<file path="src/hdl/kle_pkg.sv">
// Package of the keyboard line editor: sizes, codes, key table and shared types.
`default_nettype none

package kle_pkg;

    localparam int LINE_DEPTH = 32;
    localparam int ADDR_W     = $clog2(LINE_DEPTH);
    localparam int LEN_W      = $clog2(LINE_DEPTH + 1);

    localparam int CODE_W = 8;
    localparam int CHAR_W = 7;
    localparam int KIND_W = 2;

    // Scan codes with a meaning of their own.
    localparam logic [CODE_W-1:0] CODE_CAPS  = 8'h3A;
    localparam logic [CODE_W-1:0] CODE_BKSP  = 8'h0E;
    localparam logic [CODE_W-1:0] CODE_ENTER = 8'h1C;
    localparam logic [CODE_W-1:0] CODE_MAX   = 8'd57;

    // Result kinds.
    localparam logic [KIND_W-1:0] KIND_ECHO    = 2'd0;
    localparam logic [KIND_W-1:0] KIND_BKSP    = 2'd1;
    localparam logic [KIND_W-1:0] KIND_NEWLINE = 2'd2;
    localparam logic [KIND_W-1:0] KIND_STORED  = 2'd3;

    localparam logic [CHAR_W-1:0] CHAR_LOW_A = 7'h61;
    localparam logic [CHAR_W-1:0] CHAR_LOW_Z = 7'h7A;
    localparam logic [CHAR_W-1:0] CASE_GAP   = 7'd32;

    // Request from the sequencer to the line memory.
    typedef struct packed {
        logic              we;
        logic [ADDR_W-1:0] waddr;
        logic [CHAR_W-1:0] wdata;
        logic              re;
        logic [ADDR_W-1:0] raddr;
    } t_mem_req;

    // US layout, set 1 make codes 0 to 57. Keys without a printable meaning give '?', but backspace and enter give 0.
    function automatic logic [CHAR_W-1:0] us_key(input logic [5:0] code);
        logic [CHAR_W-1:0] ch;
        case (code)
            6'd0, 6'd1, 6'd15, 6'd29, 6'd42,
            6'd54, 6'd55, 6'd56: ch = 7'h3F;
            6'd2:  ch = 7'h31;
            6'd3:  ch = 7'h32;
            6'd4:  ch = 7'h33;
            6'd5:  ch = 7'h34;
            6'd6:  ch = 7'h35;
            6'd7:  ch = 7'h36;
            6'd8:  ch = 7'h37;
            6'd9:  ch = 7'h38;
            6'd10: ch = 7'h39;
            6'd11: ch = 7'h30;
            6'd12: ch = 7'h2D;
            6'd13: ch = 7'h3D;
            6'd16: ch = 7'h71;
            6'd17: ch = 7'h77;
            6'd18: ch = 7'h65;
            6'd19: ch = 7'h72;
            6'd20: ch = 7'h74;
            6'd21: ch = 7'h79;
            6'd22: ch = 7'h75;
            6'd23: ch = 7'h69;
            6'd24: ch = 7'h6F;
            6'd25: ch = 7'h70;
            6'd26: ch = 7'h5B;
            6'd27: ch = 7'h5D;
            6'd30: ch = 7'h61;
            6'd31: ch = 7'h73;
            6'd32: ch = 7'h64;
            6'd33: ch = 7'h66;
            6'd34: ch = 7'h67;
            6'd35: ch = 7'h68;
            6'd36: ch = 7'h6A;
            6'd37: ch = 7'h6B;
            6'd38: ch = 7'h6C;
            6'd39: ch = 7'h3B;
            6'd40: ch = 7'h27;
            6'd41: ch = 7'h60;
            6'd43: ch = 7'h5C;
            6'd44: ch = 7'h7A;
            6'd45: ch = 7'h78;
            6'd46: ch = 7'h63;
            6'd47: ch = 7'h76;
            6'd48: ch = 7'h62;
            6'd49: ch = 7'h6E;
            6'd50: ch = 7'h6D;
            6'd51: ch = 7'h2C;
            6'd52: ch = 7'h2E;
            6'd53: ch = 7'h2F;
            6'd57: ch = 7'h20;
            default: ch = '0;
        endcase
        return ch;
    endfunction

endpackage

`default_nettype wire

</file>
<file path="src/hdl/kle_if.sv">
// Valid/ready channel interfaces of the keyboard line editor.
`default_nettype none

interface kle_key_if import kle_pkg::*; ();
    logic              valid;
    logic              ready;
    logic [CODE_W-1:0] scan_code;

    modport source (output valid, output scan_code, input ready);
    modport sink   (input valid, input scan_code, output ready);
endinterface

interface kle_res_if import kle_pkg::*; ();
    logic              valid;
    logic              ready;
    logic [KIND_W-1:0] kind;
    logic [CHAR_W-1:0] character;
    logic              last;

    modport source (output valid, output kind, output character, output last, input ready);
    modport sink   (input valid, input kind, input character, input last, output ready);
endinterface

`default_nettype wire

</file>
<file path="src/hdl/keyboard_scancode_line_editor.sv">
// Top level of the keyboard scan code line editor.
//
//   Channel   Direction  Payload                      Handshake
//   i_key     in         scan_code[7:0]               valid/ready, taken when both high
//   o_res     out        kind[1:0] character[6:0] last valid/ready, taken when both high
//
// A plain key, backspace, caps lock or an ignored code is handled in the cycle it is
// accepted. Enter gives a newline, one result per stored character and a closing
// newline, so it occupies the block until the closing newline is registered; while the
// sink is ready, the rate is set by the single read port of the line memory, one entry
// per cycle. Stalls on the result side hold the result register and pause the line walk.
// Reset is synchronous; the line memory is not cleared, since only entries below the
// stored length are ever read, and those have been written.
`default_nettype none

module keyboard_scancode_line_editor import kle_pkg::*; (
    input  wire logic i_clk,
    input  wire logic i_rst_n,
    kle_key_if.sink   i_key,
    kle_res_if.source o_res
);

    // Memory request and read data between the sequencer and the line store.
    // Writes happen only while idle and reads only when enter is taken and during the
    // walk, so the two never touch the same entry in overlapping cycles.
    t_mem_req          mem_req;
    logic [CHAR_W-1:0] rd_data;

    kle_ctrl u_ctrl (
        .i_clk     (i_clk),
        .i_rst_n   (i_rst_n),
        .i_key     (i_key),
        .o_res     (o_res),
        .o_mem_req (mem_req),
        .i_rd_data (rd_data)
    );

    kle_line_mem u_line_mem (
        .i_clk     (i_clk),
        .i_req     (mem_req),
        .o_rd_data (rd_data)
    );

endmodule

`default_nettype wire

</file>
<file path="src/hdl/kle_line_mem.sv">
// Line store: one write port and one read port with registered read data.
`default_nettype none

module kle_line_mem import kle_pkg::*; (
    input  wire logic              i_clk,
    input  wire t_mem_req          i_req,
    output logic      [CHAR_W-1:0] o_rd_data
);

    logic [CHAR_W-1:0] r_mem [LINE_DEPTH];
    logic [CHAR_W-1:0] r_rd_data;

    always_ff @(posedge i_clk) begin
        if (i_req.we) begin
            r_mem[i_req.waddr] <= i_req.wdata;
        end
        if (i_req.re) begin
            r_rd_data <= r_mem[i_req.raddr];
        end
    end

    assign o_rd_data = r_rd_data;

endmodule

`default_nettype wire

</file>
<file path="src/hdl/kle_ctrl.sv">
// Sequencer of the line editor: decodes items, updates the line and drives the result register.
`default_nettype none

module kle_ctrl import kle_pkg::*; (
    input  wire logic              i_clk,
    input  wire logic              i_rst_n,
    kle_key_if.sink                i_key,
    kle_res_if.source              o_res,
    output t_mem_req               o_mem_req,
    input  wire logic [CHAR_W-1:0] i_rd_data
);

    typedef enum logic [1:0] {S_IDLE, S_WALK, S_CLOSE} t_state;

    t_state            r_state, n_state;
    logic              r_caps, n_caps;
    logic [LEN_W-1:0]  r_len, n_len;
    logic [ADDR_W-1:0] r_idx, n_idx;
    logic              r_out_valid, n_out_valid;
    logic [KIND_W-1:0] r_kind, n_kind;
    logic [CHAR_W-1:0] r_char, n_char;
    logic              r_last, n_last;

    logic              slot_free;
    logic              key_take;
    logic [CHAR_W-1:0] key_raw;
    logic [CHAR_W-1:0] key_ch;
    logic [LEN_W-1:0]  idx_ext;
    t_mem_req          mem_req;

    // The result register frees up in the same cycle the sink takes its item.
    assign slot_free   = !r_out_valid || o_res.ready;
    assign i_key.ready = (r_state == S_IDLE) && slot_free;
    assign key_take    = i_key.valid && i_key.ready;

    assign key_raw = us_key(i_key.scan_code[5:0]);
    assign key_ch  = (r_caps && key_raw >= CHAR_LOW_A && key_raw <= CHAR_LOW_Z)
                   ? key_raw - CASE_GAP : key_raw;
    assign idx_ext = LEN_W'(r_idx) + LEN_W'(1);

    always_comb begin
        n_state     = r_state;
        n_caps      = r_caps;
        n_len       = r_len;
        n_idx       = r_idx;
        n_out_valid = r_out_valid && !o_res.ready;
        n_kind      = r_kind;
        n_char      = r_char;
        n_last      = r_last;
        mem_req     = '0;
        unique case (r_state)
            S_IDLE: begin
                if (key_take) begin
                    priority if (i_key.scan_code == CODE_CAPS) begin
                        n_caps = !r_caps;
                    end else if (i_key.scan_code == CODE_BKSP) begin
                        if (r_len != '0) begin
                            n_len = r_len - 1'b1;
                        end
                        n_out_valid = 1'b1;
                        n_kind      = KIND_BKSP;
                        n_char      = '0;
                        n_last      = 1'b1;
                    end else if (i_key.scan_code == CODE_ENTER) begin
                        n_out_valid = 1'b1;
                        n_kind      = KIND_NEWLINE;
                        n_char      = '0;
                        n_last      = 1'b0;
                        if (r_len == '0) begin
                            n_state = S_CLOSE;
                        end else begin
                            n_idx         = '0;
                            mem_req.re    = 1'b1;
                            mem_req.raddr = '0;
                            n_state       = S_WALK;
                        end
                    end else if (i_key.scan_code > CODE_MAX) begin
                        n_state = S_IDLE;
                    end else begin
                        // A full line keeps its length and overwrites its last slot.
                        mem_req.we    = 1'b1;
                        mem_req.wdata = key_ch;
                        if (r_len < LEN_W'(LINE_DEPTH)) begin
                            mem_req.waddr = r_len[ADDR_W-1:0];
                            n_len         = r_len + 1'b1;
                        end else begin
                            mem_req.waddr = ADDR_W'(LINE_DEPTH - 1);
                        end
                        n_out_valid = 1'b1;
                        n_kind      = KIND_ECHO;
                        n_char      = key_ch;
                        n_last      = 1'b1;
                    end
                end
            end
            S_WALK: begin
                // Read data for r_idx is held until it has been moved to the result register.
                if (slot_free) begin
                    n_out_valid = 1'b1;
                    n_kind      = KIND_STORED;
                    n_char      = i_rd_data;
                    n_last      = 1'b0;
                    if (idx_ext == r_len) begin
                        n_state = S_CLOSE;
                    end else begin
                        n_idx         = idx_ext[ADDR_W-1:0];
                        mem_req.re    = 1'b1;
                        mem_req.raddr = idx_ext[ADDR_W-1:0];
                    end
                end
            end
            S_CLOSE: begin
                if (slot_free) begin
                    n_out_valid = 1'b1;
                    n_kind      = KIND_NEWLINE;
                    n_char      = '0;
                    n_last      = 1'b1;
                    n_len       = '0;
                    n_state     = S_IDLE;
                end
            end
            default: begin
                n_state = S_IDLE;
            end
        endcase
    end

    always_ff @(posedge i_clk) begin
        if (!i_rst_n) begin
            r_state     <= S_IDLE;
            r_caps      <= 1'b0;
            r_len       <= '0;
            r_out_valid <= 1'b0;
        end else begin
            r_state     <= n_state;
            r_caps      <= n_caps;
            r_len       <= n_len;
            r_out_valid <= n_out_valid;
        end
        r_idx  <= n_idx;
        r_kind <= n_kind;
        r_char <= n_char;
        r_last <= n_last;
    end

    assign o_res.valid     = r_out_valid;
    assign o_res.kind      = r_kind;
    assign o_res.character = r_char;
    assign o_res.last      = r_last;
    assign o_mem_req       = mem_req;

endmodule

`default_nettype wire

</file>
<file path="src/flat_wrapper.sv">
// flat-port wrapper written by rule: the top's interface ports become plain ports
module keyboard_scancode_line_editor_flat import kle_pkg::*;
  (i_clk, i_rst_n, i_key_valid, i_key_scan_code, i_key_ready, o_res_valid, o_res_kind, o_res_character, o_res_last, o_res_ready);
  kle_key_if i_key_i ();
  kle_res_if o_res_i ();
  input  wire logic i_clk;
  input  wire logic i_rst_n;
  input wire logic [$bits(i_key_i.valid)-1:0] i_key_valid;
  input wire logic [$bits(i_key_i.scan_code)-1:0] i_key_scan_code;
  output wire logic [$bits(i_key_i.ready)-1:0] i_key_ready;
  output wire logic [$bits(o_res_i.valid)-1:0] o_res_valid;
  output wire logic [$bits(o_res_i.kind)-1:0] o_res_kind;
  output wire logic [$bits(o_res_i.character)-1:0] o_res_character;
  output wire logic [$bits(o_res_i.last)-1:0] o_res_last;
  input wire logic [$bits(o_res_i.ready)-1:0] o_res_ready;
  assign i_key_i.valid = i_key_valid;
  assign i_key_i.scan_code = i_key_scan_code;
  assign i_key_ready = i_key_i.ready;
  assign o_res_valid = o_res_i.valid;
  assign o_res_kind = o_res_i.kind;
  assign o_res_character = o_res_i.character;
  assign o_res_last = o_res_i.last;
  assign o_res_i.ready = o_res_ready;
  keyboard_scancode_line_editor u_core (.i_clk(i_clk), .i_rst_n(i_rst_n), .i_key(i_key_i), .o_res(o_res_i));
endmodule
</file>
<file path="config.mk">
export PLATFORM = sky130hd
export DESIGN_NAME = keyboard_scancode_line_editor_flat
export DESIGN_NICKNAME = d
export VERILOG_FILES = /design/src/hdl/kle_pkg.sv /design/src/hdl/kle_if.sv /design/src/hdl/keyboard_scancode_line_editor.sv /design/src/hdl/kle_line_mem.sv /design/src/hdl/kle_ctrl.sv /design/src/flat_wrapper.sv
export SDC_FILE = /design/constraint.sdc
export NUM_CORES = 1
export LEC_CHECK = 0
export BUFFER_PORTS_ARGS = -buffer_cell sky130_fd_sc_hd__buf_2
export CORE_AREA = 5 5 224 226
export DETAILED_ROUTE_END_ITERATION = 16
export DIE_AREA = 0 0 229 231
export PLACE_DENSITY = 0.44
export SLEW_MARGIN = 40
export SYNTH_ARGS = -nofsm -noshare
export SYNTH_HDL_FRONTEND = slang
export SYNTH_SLANG_ARGS = --single-unit
</file>
<file path="constraint.sdc">
create_clock -name i_clk -period 10.1 [get_ports i_clk]
set_input_delay 2.02 -clock i_clk [delete_from_list [all_inputs] [get_ports i_clk]]
set_output_delay 2.02 -clock i_clk [all_outputs]
set_load 0.02 [all_outputs]
</file>
==> impl_metrics.py, run 1 <==
metrics = {
    "global_routing": {
        "met3_usage": 0.0183,
        "antenna_found_initial": 3,
        "grt_pass1_wl_um": 49400,
        "grt_pass1_vias": 7701,
        "busiest_layer": "met2",
        "grt_use_met2": 0.204,
        "overflow": 0,
        "grt_max_degree": 41,
        "grt_util_met1": 0.163,
        "grt_usage": 0.121,
    },
    "worst_hold_path": {
        "min_to": "u_core.u_ctrl.o_res.character[1]$_DFFE_PP_",
        "min_from": "u_core.u_line_mem.o_rd_data[1]$_DFFE_PP_",
        "hold_depth": 2,
        "hp-class": "reg -> reg",
    },
    "synthesis": {
        "synth_warnings": 0,
        "synth_edf_count": 246,
        "synth_seq_cells": 256,
        "ys_seq_area_frac": 0.640,
        "synth_cell_types": 81,
        "synth.largest_area_cell": "edfxtp_1",
        "synth_area_leaders": "edfxtp_1 62%, nand2_1 4.2%, mux2i_1 2.8%",
        "synthArstFlopShare": 0,
        "synth_nets": 942,
        "synth_cells": 903,
        "synth.top_cell.area_share": 0.623,
        "synth_area_sq_um": 11900,
        "syn-mean-instance-area_sq_um": 13.1,
        "synthFlopType": "edfxtp_1",
    },
    "floorplanning": {
        "die_y_um": 231,
        "die_area_sq_um": 52900,
        "fp-row-count": 81,
        "num_io_pins": 24,
        "die_width_um": 229,
        "core_area_sq_um": 48100,
        "initial_utilization": 0.246,
    },
    "critical_path": {
        "slowest_delay_ns": 0.99,
        "crit_slowest_cell": "or4b_2",
        "path_cells": "buf_2, inv_1, ha_1, o21bai_1, a311oi_2, nand3_1, or4b_2, nor2_1",
        "r2r-end": "u_core.u_line_mem.o_rd_data[5]$_DFFE_PP_",
        "rr_worst_depth": 9,
        "required_ns": 10.27,
        "cp-end-kind": "flop",
        "cp-start-kind": "input port",
        "cp_max_fo": 14,
        "crit_arrival_ns": 5.42,
        "reg2reg_from": "u_core.u_ctrl.r_len[2]$_SDFFE_PN0P_",
        "regToRegSetupSlack_ns": 5.94,
        "critPathKind": "in -> reg",
    },
    "place": {
        "io_buffers": 23,
        "dp_hpwl_um": 21900,
        "gp_congestion": 0.789,
        "dp_slack_ns": 4.29,
    },
    "clock_network": {
        "insertion_delay_ns": 0.55,
        "cts-root-buf": "clkbuf_16",
        "cts-resized-gates": 0,
        "cts_buffer_depth": 3,
        "clk_pin_slew_ns": 0.06,
        "cts_tree": "yes",
        "numCtsBuffers": 28,
        "cts_setup_buffers": 0,
        "cts_max_level": 1,
        "cts.sinks": 256,
        "holdBufCountCts": 0,
    },
    "sta": {
        "finalSetupViolations": 0,
        "hold_viol_final": 0,
        "fin_crit_ns": 5.25,
        "maxSlewHeadroom": 0.474,
        "fmax_mhz": 191,
        "worst_slack_ns": 4.85,
        "finalCritPeriodShare": 0.519,
        "setup-tns-final_ns": 0,
        "rsz0062_at_grt": "false",
        "finClkSkew_ns": 0.0200,
        "report.final.slew_viol_count": 0,
        "worst_slew_pin_slew_ns": 0.782,
    },
    "final_layout": {
        "drive_above_1_share": 0.131,
        "nNetsFinal": 966,
        "synthToLayoutAreaGrowth_pct": 14.8,
    },
    "route": {
        "num_vias": 7482,
        "dr.pass1.iters": 5,
        "vias_per_cell": 4.77,
        "routed_wl_um": 32700,
        "antenna_left": 0,
        "drt_iter0_drc": 703,
        "wl_per_cell_um": 20.8,
        "drc": 0,
    },
    "flow_run": {
        "maxCapViolations": 0,
    },
    "power_and_ir_drop": {
        "ir_worst_vdd_mv": 0.137,
        "p_leak_uw": 0.00460,
        "pwr_density_cell_nw_per_um2": 172,
    },
    "outcome": {
        "outcome": "complete, no violations",
    },
}
-- cells by family after synthesis --
logic type	share of synthesized area
AOI/OAI and AO/OA	0.0876
xor gates and xnor gates	0.0146
adders and majority gates	0.0291
buffers and inverters	0.0250
DFF	0.640
muxes	0.0658
and+or+nand+nor	0.138
-- worst max path at each step --
stage | slack (ns) | end | depth (start not counted) | start
4_1_cts | 4.89 | u_core.u_line_mem.r_mem[29][1]$_DFFE_PP_ | 8 | i_key_scan_code[1]
2_1_floorplan | 4.49 | u_core.u_line_mem.r_mem[0][6]$_DFFE_PP_ | 14 | i_key_scan_code[0]
5_1_grt | 4.62 | u_core.u_line_mem.r_mem[29][4]$_DFFE_PP_ | 8 | i_key_scan_code[1]
6_report | 4.85 | u_core.u_line_mem.r_mem[29][1]$_DFFE_PP_ | 8 | i_key_scan_code[1]
3_3_place_gp | 4.00 | u_core.u_line_mem.r_mem[2][3]$_DFFE_PP_ | 9 | i_key_scan_code[1]
3_5_place_dp | 4.29 | u_core.u_line_mem.r_mem[29][2]$_DFFE_PP_ | 8 | i_key_scan_code[1]
-- placed cells by master (no fill, tap or decap), types with 4 or more instances in the layout --
cell type / n
a21oi_1: 22
clkbuf_1: 7
nor2_1: 65
mux2_2: 7
xor2_1: 6
a311oi_1: 5
nor3_1: 7
edfxtp_1: 246
nor2_2: 4
dfxtp_1: 10
and3_1: 7
nand4_1: 24
o21ai_0: 15
nand3_1: 41
mux4_2: 12
a21o_1: 4
a211oi_1: 7
buf_4: 19
buf_2: 23
or3_1: 5
nor2b_1: 12
nand2_1: 132
clkinv_2: 5
clkinv_1: 5
and2_1: 11
inv_1: 13
o22ai_1: 7
nand2b_1: 15
ha_1: 26
a22oi_1: 6
mux2i_1: 33
clkbuf_16: 28
xnor2_1: 10
a32oi_1: 21
-- area by class of cell --
cell class / count / area (sq um)
fill: 4893 / 34500
multi-input combinational: 585 / 4040
sequential: 256 / 7590
clock inverter: 14 / 150
tap: 622 / 778
antenna: 1 / 2.50
clock buffer: 35 / 727
inverter: 13 / 48.8
timing repair buffer: 43 / 285
-- synth_stat cells, types with 4 or more instances --
master	number
buf_4	4
xnor2_1	10
mux4_2	12
o22ai_1	7
mux2i_1	33
a211oi_1	7
mux2_2	7
nor3_1	9
nand4_1	24
and2_1	11
a32oi_1	21
and3_1	7
buf_2	20
nand2b_1	15
a311oi_1	5
nor2_1	71
nand3_1	41
a22oi_1	6
or3_1	5
inv_1	13
a21oi_1	22
dfxtp_1	10
edfxtp_1	246
nor2b_1	12
ha_1	26
xor2_1	7
o21ai_0	15
nand2_1	132
clkbuf_1	21
a21o_1	4
-- power by group --
group          total, uW  internal [uW]  leakage, uW  switching, uW
logic                175           54.7      0.00172            121
clock network        990            583     0.000430            407
registers           1180           1170      0.00245           7.04
-- stage by stage --
stage	std cells	hold slack (ns)	instance area (sq um)	util	total power, uW
after floorplan	903	0.460	11900	-	1310
after global placement	1518	0.527	12700	0.263	1380
after detailed placement	1519	0.542	12700	0.265	1380
after CTS	1568	0.554	13600	0.283	2370
after global routing	1569	0.577	13600	0.283	2430
final	1569	0.556	13600	0.283	2350
-- registers in the layout (all words and copies together), names as in the netlist --
| signal | flops |
|---|---|
| u_core.u_ctrl.r_state | 2 |
| u_core.u_ctrl.o_res.kind | 2 |
| u_core.u_line_mem.r_mem | 224 |
| u_core.u_ctrl.r_idx | 5 |
| u_core.u_ctrl.o_res.last | 1 |
| u_core.u_ctrl.o_res.character | 7 |
| u_core.u_ctrl.o_res.valid | 1 |
| u_core.u_ctrl.r_len | 6 |
| u_core.u_ctrl.r_caps | 1 |
| u_core.u_line_mem.o_rd_data | 7 |
-- layer usage --
layer	vias up	routed length (um)
met5	-	29
met4	4	894
met2	195	15600
met1	3743	14600
li1	3486	-
met3	54	1510
-- critical path: cells and delay by family --
kind	cells	cell delay, ns
and+or+nand+nor	3	2.00
AOI/OAI and AO/OA	2	0.53
buffers and inverters	2	0.40
adders and majority gates	1	0.46
Note: power is estimated with default switching activity, not from simulation.
==> inputs of run 2 (changes only) <==
--- a/config.mk
+++ b/config.mk
@@ -9,7 +9,7 @@
 export CORE_AREA = 5 5 224 226
 export DETAILED_ROUTE_END_ITERATION = 16
 export DIE_AREA = 0 0 229 231
-export PLACE_DENSITY = 0.44
+export PLACE_DENSITY = 0.45
 export SLEW_MARGIN = 40
 export SYNTH_ARGS = -nofsm -noshare
 export SYNTH_HDL_FRONTEND = slang
==> constraint.sdc (replaced) <==
create_clock -name i_clk -period 4.6 [get_ports i_clk]
set_input_delay 0.92 -clock i_clk [delete_from_list [all_inputs] [get_ports i_clk]]
set_output_delay 0.92 -clock i_clk [all_outputs]
set_load 0.02 [all_outputs]
==> run 2 against run 1 <==
Compared with the run above:
- sequential cell count is the same
- core utilization up 0.76 points
- sequential share of layout area shrank 1.5 points
- clock skew decreased by 0.0018 ns
- clock power up 120%
- critical path depth grew 6
- critical endpoint is now u_core.u_line_mem.r_mem[25][6]$_DFFE_PP_
- largest power group unchanged
- highest routed layer is now met4
==> impl_metrics.py, run 2 (same netlist as run 1, synthesis figures left out) <==
metrics = {
    "global_routing": {
        "grt_max_degree": 36,
        "grt_pass1_wl_um": 49100,
        "grt_usage": 0.119,
        "antenna_found_initial": 0,
        "overflow": 0,
        "grt_pass1_vias": 7773,
    },
    "critical_path": {
        "slowest_delay_ns": 0.45,
        "critPathKind": "in -> reg",
        "crit_slowest_cell": "a311oi_1",
        "path_cells": "buf_2, inv_1, ha_1, mux2_2, a221oi_1, a311oi_1, inv_1, ha_1, o211ai_1, a221oi_1, and4bb_1, mux2_1, nor2_2, buf_12",
        "crit_arrival_ns": 4.13,
        "cp_max_fo": 32,
        "regToRegSetupSlack_ns": 1.01,
        "crit_family": "buffers and inverters",
        "reg2reg_from": "u_core.u_ctrl.r_len[2]$_SDFFE_PN0P_",
        "rr_worst_depth": 10,
        "required_ns": 4.98,
        "r2r-end": "u_core.u_line_mem.o_rd_data[5]$_DFFE_PP_",
        "cp-start-kind": "input port",
        "crit_buf_inv": 4,
        "cp-end-kind": "flop",
    },
    "clock_network": {
        "numCtsBuffers": 28,
        "clk_pin_slew_ns": 0.06,
        "holdBufCountCts": 0,
        "cts_buffer_depth": 3,
        "cts_max_level": 1,
        "insertion_delay_ns": 0.56,
        "cts-resized-gates": 0,
        "cts-root-buf": "clkbuf_16",
        "cts.sinks": 256,
        "cts_setup_buffers": 0,
        "cts_tree": "yes",
    },
    "sta": {
        "worst_slew_pin_slew_ns": 0.750,
        "finClkSkew_ns": 0.0182,
        "fmax_mhz": 267,
        "report.final.slew_viol_count": 0,
        "rsz0062_at_grt": "false",
        "fin_crit_ns": 3.75,
        "finalSetupViolations": 0,
        "finalCritPeriodShare": 0.815,
        "hold_viol_final": 0,
        "setup-tns-final_ns": 0,
        "holdWs_ns": 0.523,
        "maxSlewHeadroom": 0.499,
    },
    "worst_hold_path": {
        "min_from": "u_core.u_ctrl.r_caps$_SDFFE_PN0P_",
        "min_to": "u_core.u_ctrl.r_caps$_SDFFE_PN0P_",
        "hp-class": "reg -> reg",
        "hold_depth": 2,
    },
    "route": {
        "dr.pass1.iters": 5,
        "routed_wl_um": 32200,
        "drt_iter0_drc": 518,
        "wl_per_cell_um": 19.9,
        "top_layer": "met4",
        "num_vias": 7641,
        "route.met3.wl_um": 1810,
        "met2_length_um": 14800,
        "wl_met1_um": 14600,
        "drc": 0,
        "vias_per_cell": 4.73,
        "antenna_left": 0,
    },
    "place": {
        "dp_hpwl_um": 22200,
        "io_buffers": 23,
        "gp_congestion": 0.826,
    },
    "flow_run": {
        "maxCapViolations": 0,
    },
    "floorplanning": {
        "die_y_um": 231,
        "num_io_pins": 24,
        "die_width_um": 229,
        "fp-row-count": 81,
        "initial_utilization": 0.246,
        "core_area_sq_um": 48100,
        "die_area_sq_um": 52900,
    },
    "final_layout": {
        "layout_commonest_cell": "edfxtp_1",
        "diodes": 0,
        "nNetsFinal": 1012,
        "top_register": "u_core.u_line_mem.r_mem",
        "largest_register_ffs": 224,
        "synthToLayoutAreaGrowth_pct": 17.9,
        "drive_above_1_share": 0.178,
        "nFillCells": 4896,
        "layout_common_cells": "246 x edfxtp_1, 132 x nand2_1, 65 x nor2_1, 61 x buf_4, 41 x nand3_1",
    },
    "power_and_ir_drop": {
        "ir_worst_vdd_mv": 0.241,
        "pwr_density_cell_nw_per_um2": 366,
        "p_leak_uw": 0.00487,
        "power_uw": 5120,
    },
    "outcome": {
        "outcome": "complete, no violations",
    },
}
==> run 2: worst min-delay path, stage by stage (launching register included) <==
cell      delay [ns]
dfxtp_1         0.32
o21ai_0         0.08
a21boi_0        0.08
==> run 2: per-layer routing <==
metal / track usage / up-vias
li1: - / 3579
met1: 0.163 / 3800
met2: 0.190 / 193
met3: 0.0207 / 69
met4: 0.0412 / 0
met5: 0 / -
==> run 2: power breakdown <==
group	internal [uW]	switching, uW
logic	126	263
registers	2580	14.3
clock network	1230	911
==> run 2: final cells by class <==
cell class | count | area, sq um | area share
Clock buffer | 32 | 716 | 0.0512
Multi-Input combinational cell | 585 | 4020 | 0.288
Tap cell | 622 | 778 | 0.0557
Inverter | 13 | 48.8 | 0.00349
Sequential cell | 256 | 7590 | 0.543
Clock inverter | 19 | 154 | 0.0110
Timing Repair Buffer | 89 | 676 | 0.0483
==> run 2: how the worst max path moves through the flow <==
stage                                                     endpoint  cells past startpoint  slack [ns]               start
after floorplan            u_core.u_line_mem.r_mem[0][6]$_DFFE_PP_                     14        0.09  i_key_scan_code[0]
after global placement    u_core.u_line_mem.r_mem[31][6]$_DFFE_PP_                     12        0.34  i_key_scan_code[1]
after detailed placement  u_core.u_line_mem.r_mem[20][6]$_DFFE_PP_                     12        0.32  i_key_scan_code[1]
after CTS                 u_core.u_line_mem.r_mem[15][6]$_DFFE_PP_                     12        0.89  i_key_scan_code[1]
after global routing      u_core.u_line_mem.r_mem[29][6]$_DFFE_PP_                     14        0.60  i_key_scan_code[1]
final                     u_core.u_line_mem.r_mem[25][6]$_DFFE_PP_                     14        0.85  i_key_scan_code[1]
==> run 2: per-stage QoR <==
step           utilization  area (sq um)  instances  setup slack [ns]
2_1_floorplan            -         11900        903            0.0854
3_3_place_gp         0.271         13000       1563             0.338
3_5_place_dp         0.272         13100       1565             0.316
4_1_cts              0.290         14000       1616             0.895
5_1_grt              0.290         14000       1616             0.601
6_report             0.290         14000       1616             0.853
==> inputs of run 3 (changes only) <==
--- a/config.mk
+++ b/config.mk
@@ -9,7 +9,7 @@
 export CORE_AREA = 5 5 224 226
 export DETAILED_ROUTE_END_ITERATION = 16
 export DIE_AREA = 0 0 229 231
-export PLACE_DENSITY = 0.45
+export PLACE_DENSITY = 0.44
 export SLEW_MARGIN = 40
 export SYNTH_ARGS = -nofsm -noshare
 export SYNTH_HDL_FRONTEND = slang
==> constraint.sdc (replaced) <==
create_clock -name i_clk -period 3.6 [get_ports i_clk]
set_input_delay 0.72 -clock i_clk [delete_from_list [all_inputs] [get_ports i_clk]]
set_output_delay 0.72 -clock i_clk [all_outputs]
set_load 0.02 [all_outputs]
==> run 3 against run 2 <==
Compared with the run above:
- global-route usage is 0.56 points higher
- highest routed layer unchanged
- routed wire length is 4.3% higher
- via count is 4.1% higher
- power is 29% higher
- critical path depth is 4 lower
- clock power is 27% higher
- final area is 4.6% higher
- register-to-register slack worse by 0.75 ns
- sequential share of layout area is 2.4 points lower
- final cell count is 5.0% higher
- non-clock buffer count is 81 higher
- sequential cell count stayed put
- critical endpoint is now u_core.u_line_mem.o_rd_data[5]$_DFFE_PP_
==> impl_metrics.py, run 3 (same netlist as run 1, synthesis figures left out) <==
metrics = {
    "critical_path": {
        "regToRegSetupSlack_ns": 0.26,
        "cp_max_fo": 30,
        "reg2reg_from": "u_core.u_ctrl.r_idx[0]$_SDFFCE_PN0P_",
        "rr_worst_depth": 10,
        "cp-start-kind": "flop",
        "crit_start": "u_core.u_ctrl.r_idx[0]$_SDFFCE_PN0P_",
        "cp-end-kind": "flop",
        "setup.worst_path.end": "u_core.u_line_mem.o_rd_data[5]$_DFFE_PP_",
        "crit_arrival_ns": 3.60,
        "required_ns": 3.86,
        "critPathKind": "reg -> reg",
        "r2r-end": "u_core.u_line_mem.o_rd_data[5]$_DFFE_PP_",
    },
    "clock_network": {
        "holdBufCountCts": 0,
        "numCtsBuffers": 28,
        "insertion_delay_ns": 0.55,
        "clk_pin_slew_ns": 0.06,
        "cts_buffer_depth": 3,
        "cts.sinks": 256,
        "cts_max_level": 1,
        "cts_tree": "yes",
        "cts-root-buf": "clkbuf_16",
    },
    "global_routing": {
        "grt_max_degree": 33,
        "overflow": 0,
        "grt_pass1_vias": 8219,
        "grt_pass1_wl_um": 51400,
        "antenna_found_initial": 0,
        "grt_usage": 0.124,
    },
    "route": {
        "route.met3.wl_um": 1320,
        "dr.pass1.iters": 5,
        "drc": 0,
        "vias_per_cell": 4.69,
        "antenna_left": 0,
        "wl_per_cell_um": 19.8,
        "top_layer": "met4",
        "wl_met1_um": 15800,
        "routed_wl_um": 33600,
        "met2_length_um": 15700,
        "drt_iter0_drc": 598,
        "num_vias": 7952,
    },
    "final_layout": {
        "largest_register_ffs": 224,
        "layout_common_cells": "246 x edfxtp_1, 137 x buf_4, 132 x nand2_1, 65 x nor2_1, 41 x nand3_1",
        "synthToLayoutAreaGrowth_pct": 23.4,
        "fin_area_sq_um": 14600,
        "nNetsFinal": 1093,
        "diodes": 0,
        "top_register": "u_core.u_line_mem.r_mem",
        "utilization": 0.304,
        "drive_above_1_share": 0.236,
        "layout_commonest_cell": "edfxtp_1",
    },
    "sta": {
        "rsz0062_at_grt": "false",
        "worst_slew_pin_slew_ns": 0.875,
        "finalSetupViolations": 0,
        "fin_crit_ns": 3.34,
        "hold_viol_final": 0,
        "report.final.slew_viol_count": 0,
        "fmax_mhz": 299,
        "finalCritPeriodShare": 0.928,
        "finClkSkew_ns": 0.0157,
        "maxSlewHeadroom": 0.412,
    },
    "floorplanning": {
        "die_area_sq_um": 52900,
        "num_io_pins": 24,
        "fp-row-count": 81,
        "initial_utilization": 0.246,
        "core_area_sq_um": 48100,
        "die_y_um": 231,
        "die_width_um": 229,
    },
    "flow_run": {
        "maxCapViolations": 0,
    },
    "place": {
        "dp_hpwl_um": 23200,
        "gp_congestion": 0.854,
        "place_area_sq_um": 13700,
        "io_buffers": 23,
    },
    "power_and_ir_drop": {
        "pwr_density_cell_nw_per_um2": 450,
        "power_uw": 6590,
        "p_leak_uw": 0.00525,
        "ir_worst_vdd_mv": 0.347,
    },
    "outcome": {
        "outcome": "complete, no violations",
    },
    "worst_hold_path": {
        "hp-class": "in -> reg",
    },
}
## run 3: cell types whose count changed in the layout (fill, tap and decap cells not counted), moves of 2 or more
cell / change
inv_2: +2
buf_4: +76
clkinv_2: -3
inv_1: -2
buf_12: +6
nor2_2: -3
nor3_1: +2
clkbuf_1: +2
nor3_2: -2
nor2_4: +3
## run 3: critical path: stages, from the launching register on
cell and delay, ns:
edfxtp_1 0.40, ha_1 0.35, buf_6 0.29, and2_1 0.21, and2_1 0.17, a21boi_2 0.22, buf_12 0.23, nand2_1 0.22
o31ai_1 0.25, a2111oi_1 0.12, or4_1 0.56
## run 3: power breakdown
part | internal, uW | switching [uW]
sequential | 3290 | 14.2
clock | 1560 | 1150
combinational | 217 | 350
## run 3: area by class of cell
class | count | area (sq um)
repair buffers | 170 | 1340
fillers | 4841 | 33500
clock buffers | 34 | 723
inverters | 13 | 48.8
well taps | 622 | 778
clock inverters | 16 | 134
multi-input cells | 585 | 4030
flip-flops and latches | 256 | 7590
## run 3: repair_timing
item	CTS	global route
gates cloned	0	0
endpoints found under the setup margin	1	7
pin swaps	0	1
setup buffers	0	2
resized for setup	1	1
## run 3: stage by stage
step | TNS, ns | instances | setup WS, ns | hold WS, ns
3_5_place_dp | -6.89 | 1644 | -0.172 | 0.512
3_3_place_gp | -4.22 | 1644 | -0.133 | 0.490
6_report | 0 | 1696 | 0.261 | 0.478
5_1_grt | 0 | 1696 | 0.0351 | 0.474
2_1_floorplan | 0 | 903 | 0.00188 | 0.460
4_1_cts | 0 | 1694 | 0.0337 | 0.464
## run 3: layer usage
layer	vias to the layer above	global-route usage
met5	-	0
met4	0	0.0297
met3	46	0.0145
met2	163	0.205
met1	4002	0.176
li1	3741	-
## run 3: worst min-delay path by stage
stage,from,endpoint,slack (ns),depth (start not counted)
after floorplan,u_core.u_ctrl.r_caps$_SDFFE_PN0P_,u_core.u_ctrl.r_caps$_SDFFE_PN0P_,0.46,2
after global placement,u_core.u_ctrl.r_caps$_SDFFE_PN0P_,u_core.u_ctrl.r_caps$_SDFFE_PN0P_,0.49,2
after detailed placement,u_core.u_ctrl.r_caps$_SDFFE_PN0P_,u_core.u_ctrl.r_caps$_SDFFE_PN0P_,0.51,2
after CTS,i_rst_n,u_core.u_ctrl.o_res.valid$_SDFF_PN0_,0.46,2
after global routing,i_rst_n,u_core.u_ctrl.o_res.valid$_SDFF_PN0_,0.47,2
final,i_rst_n,u_core.u_ctrl.o_res.valid$_SDFF_PN0_,0.48,2
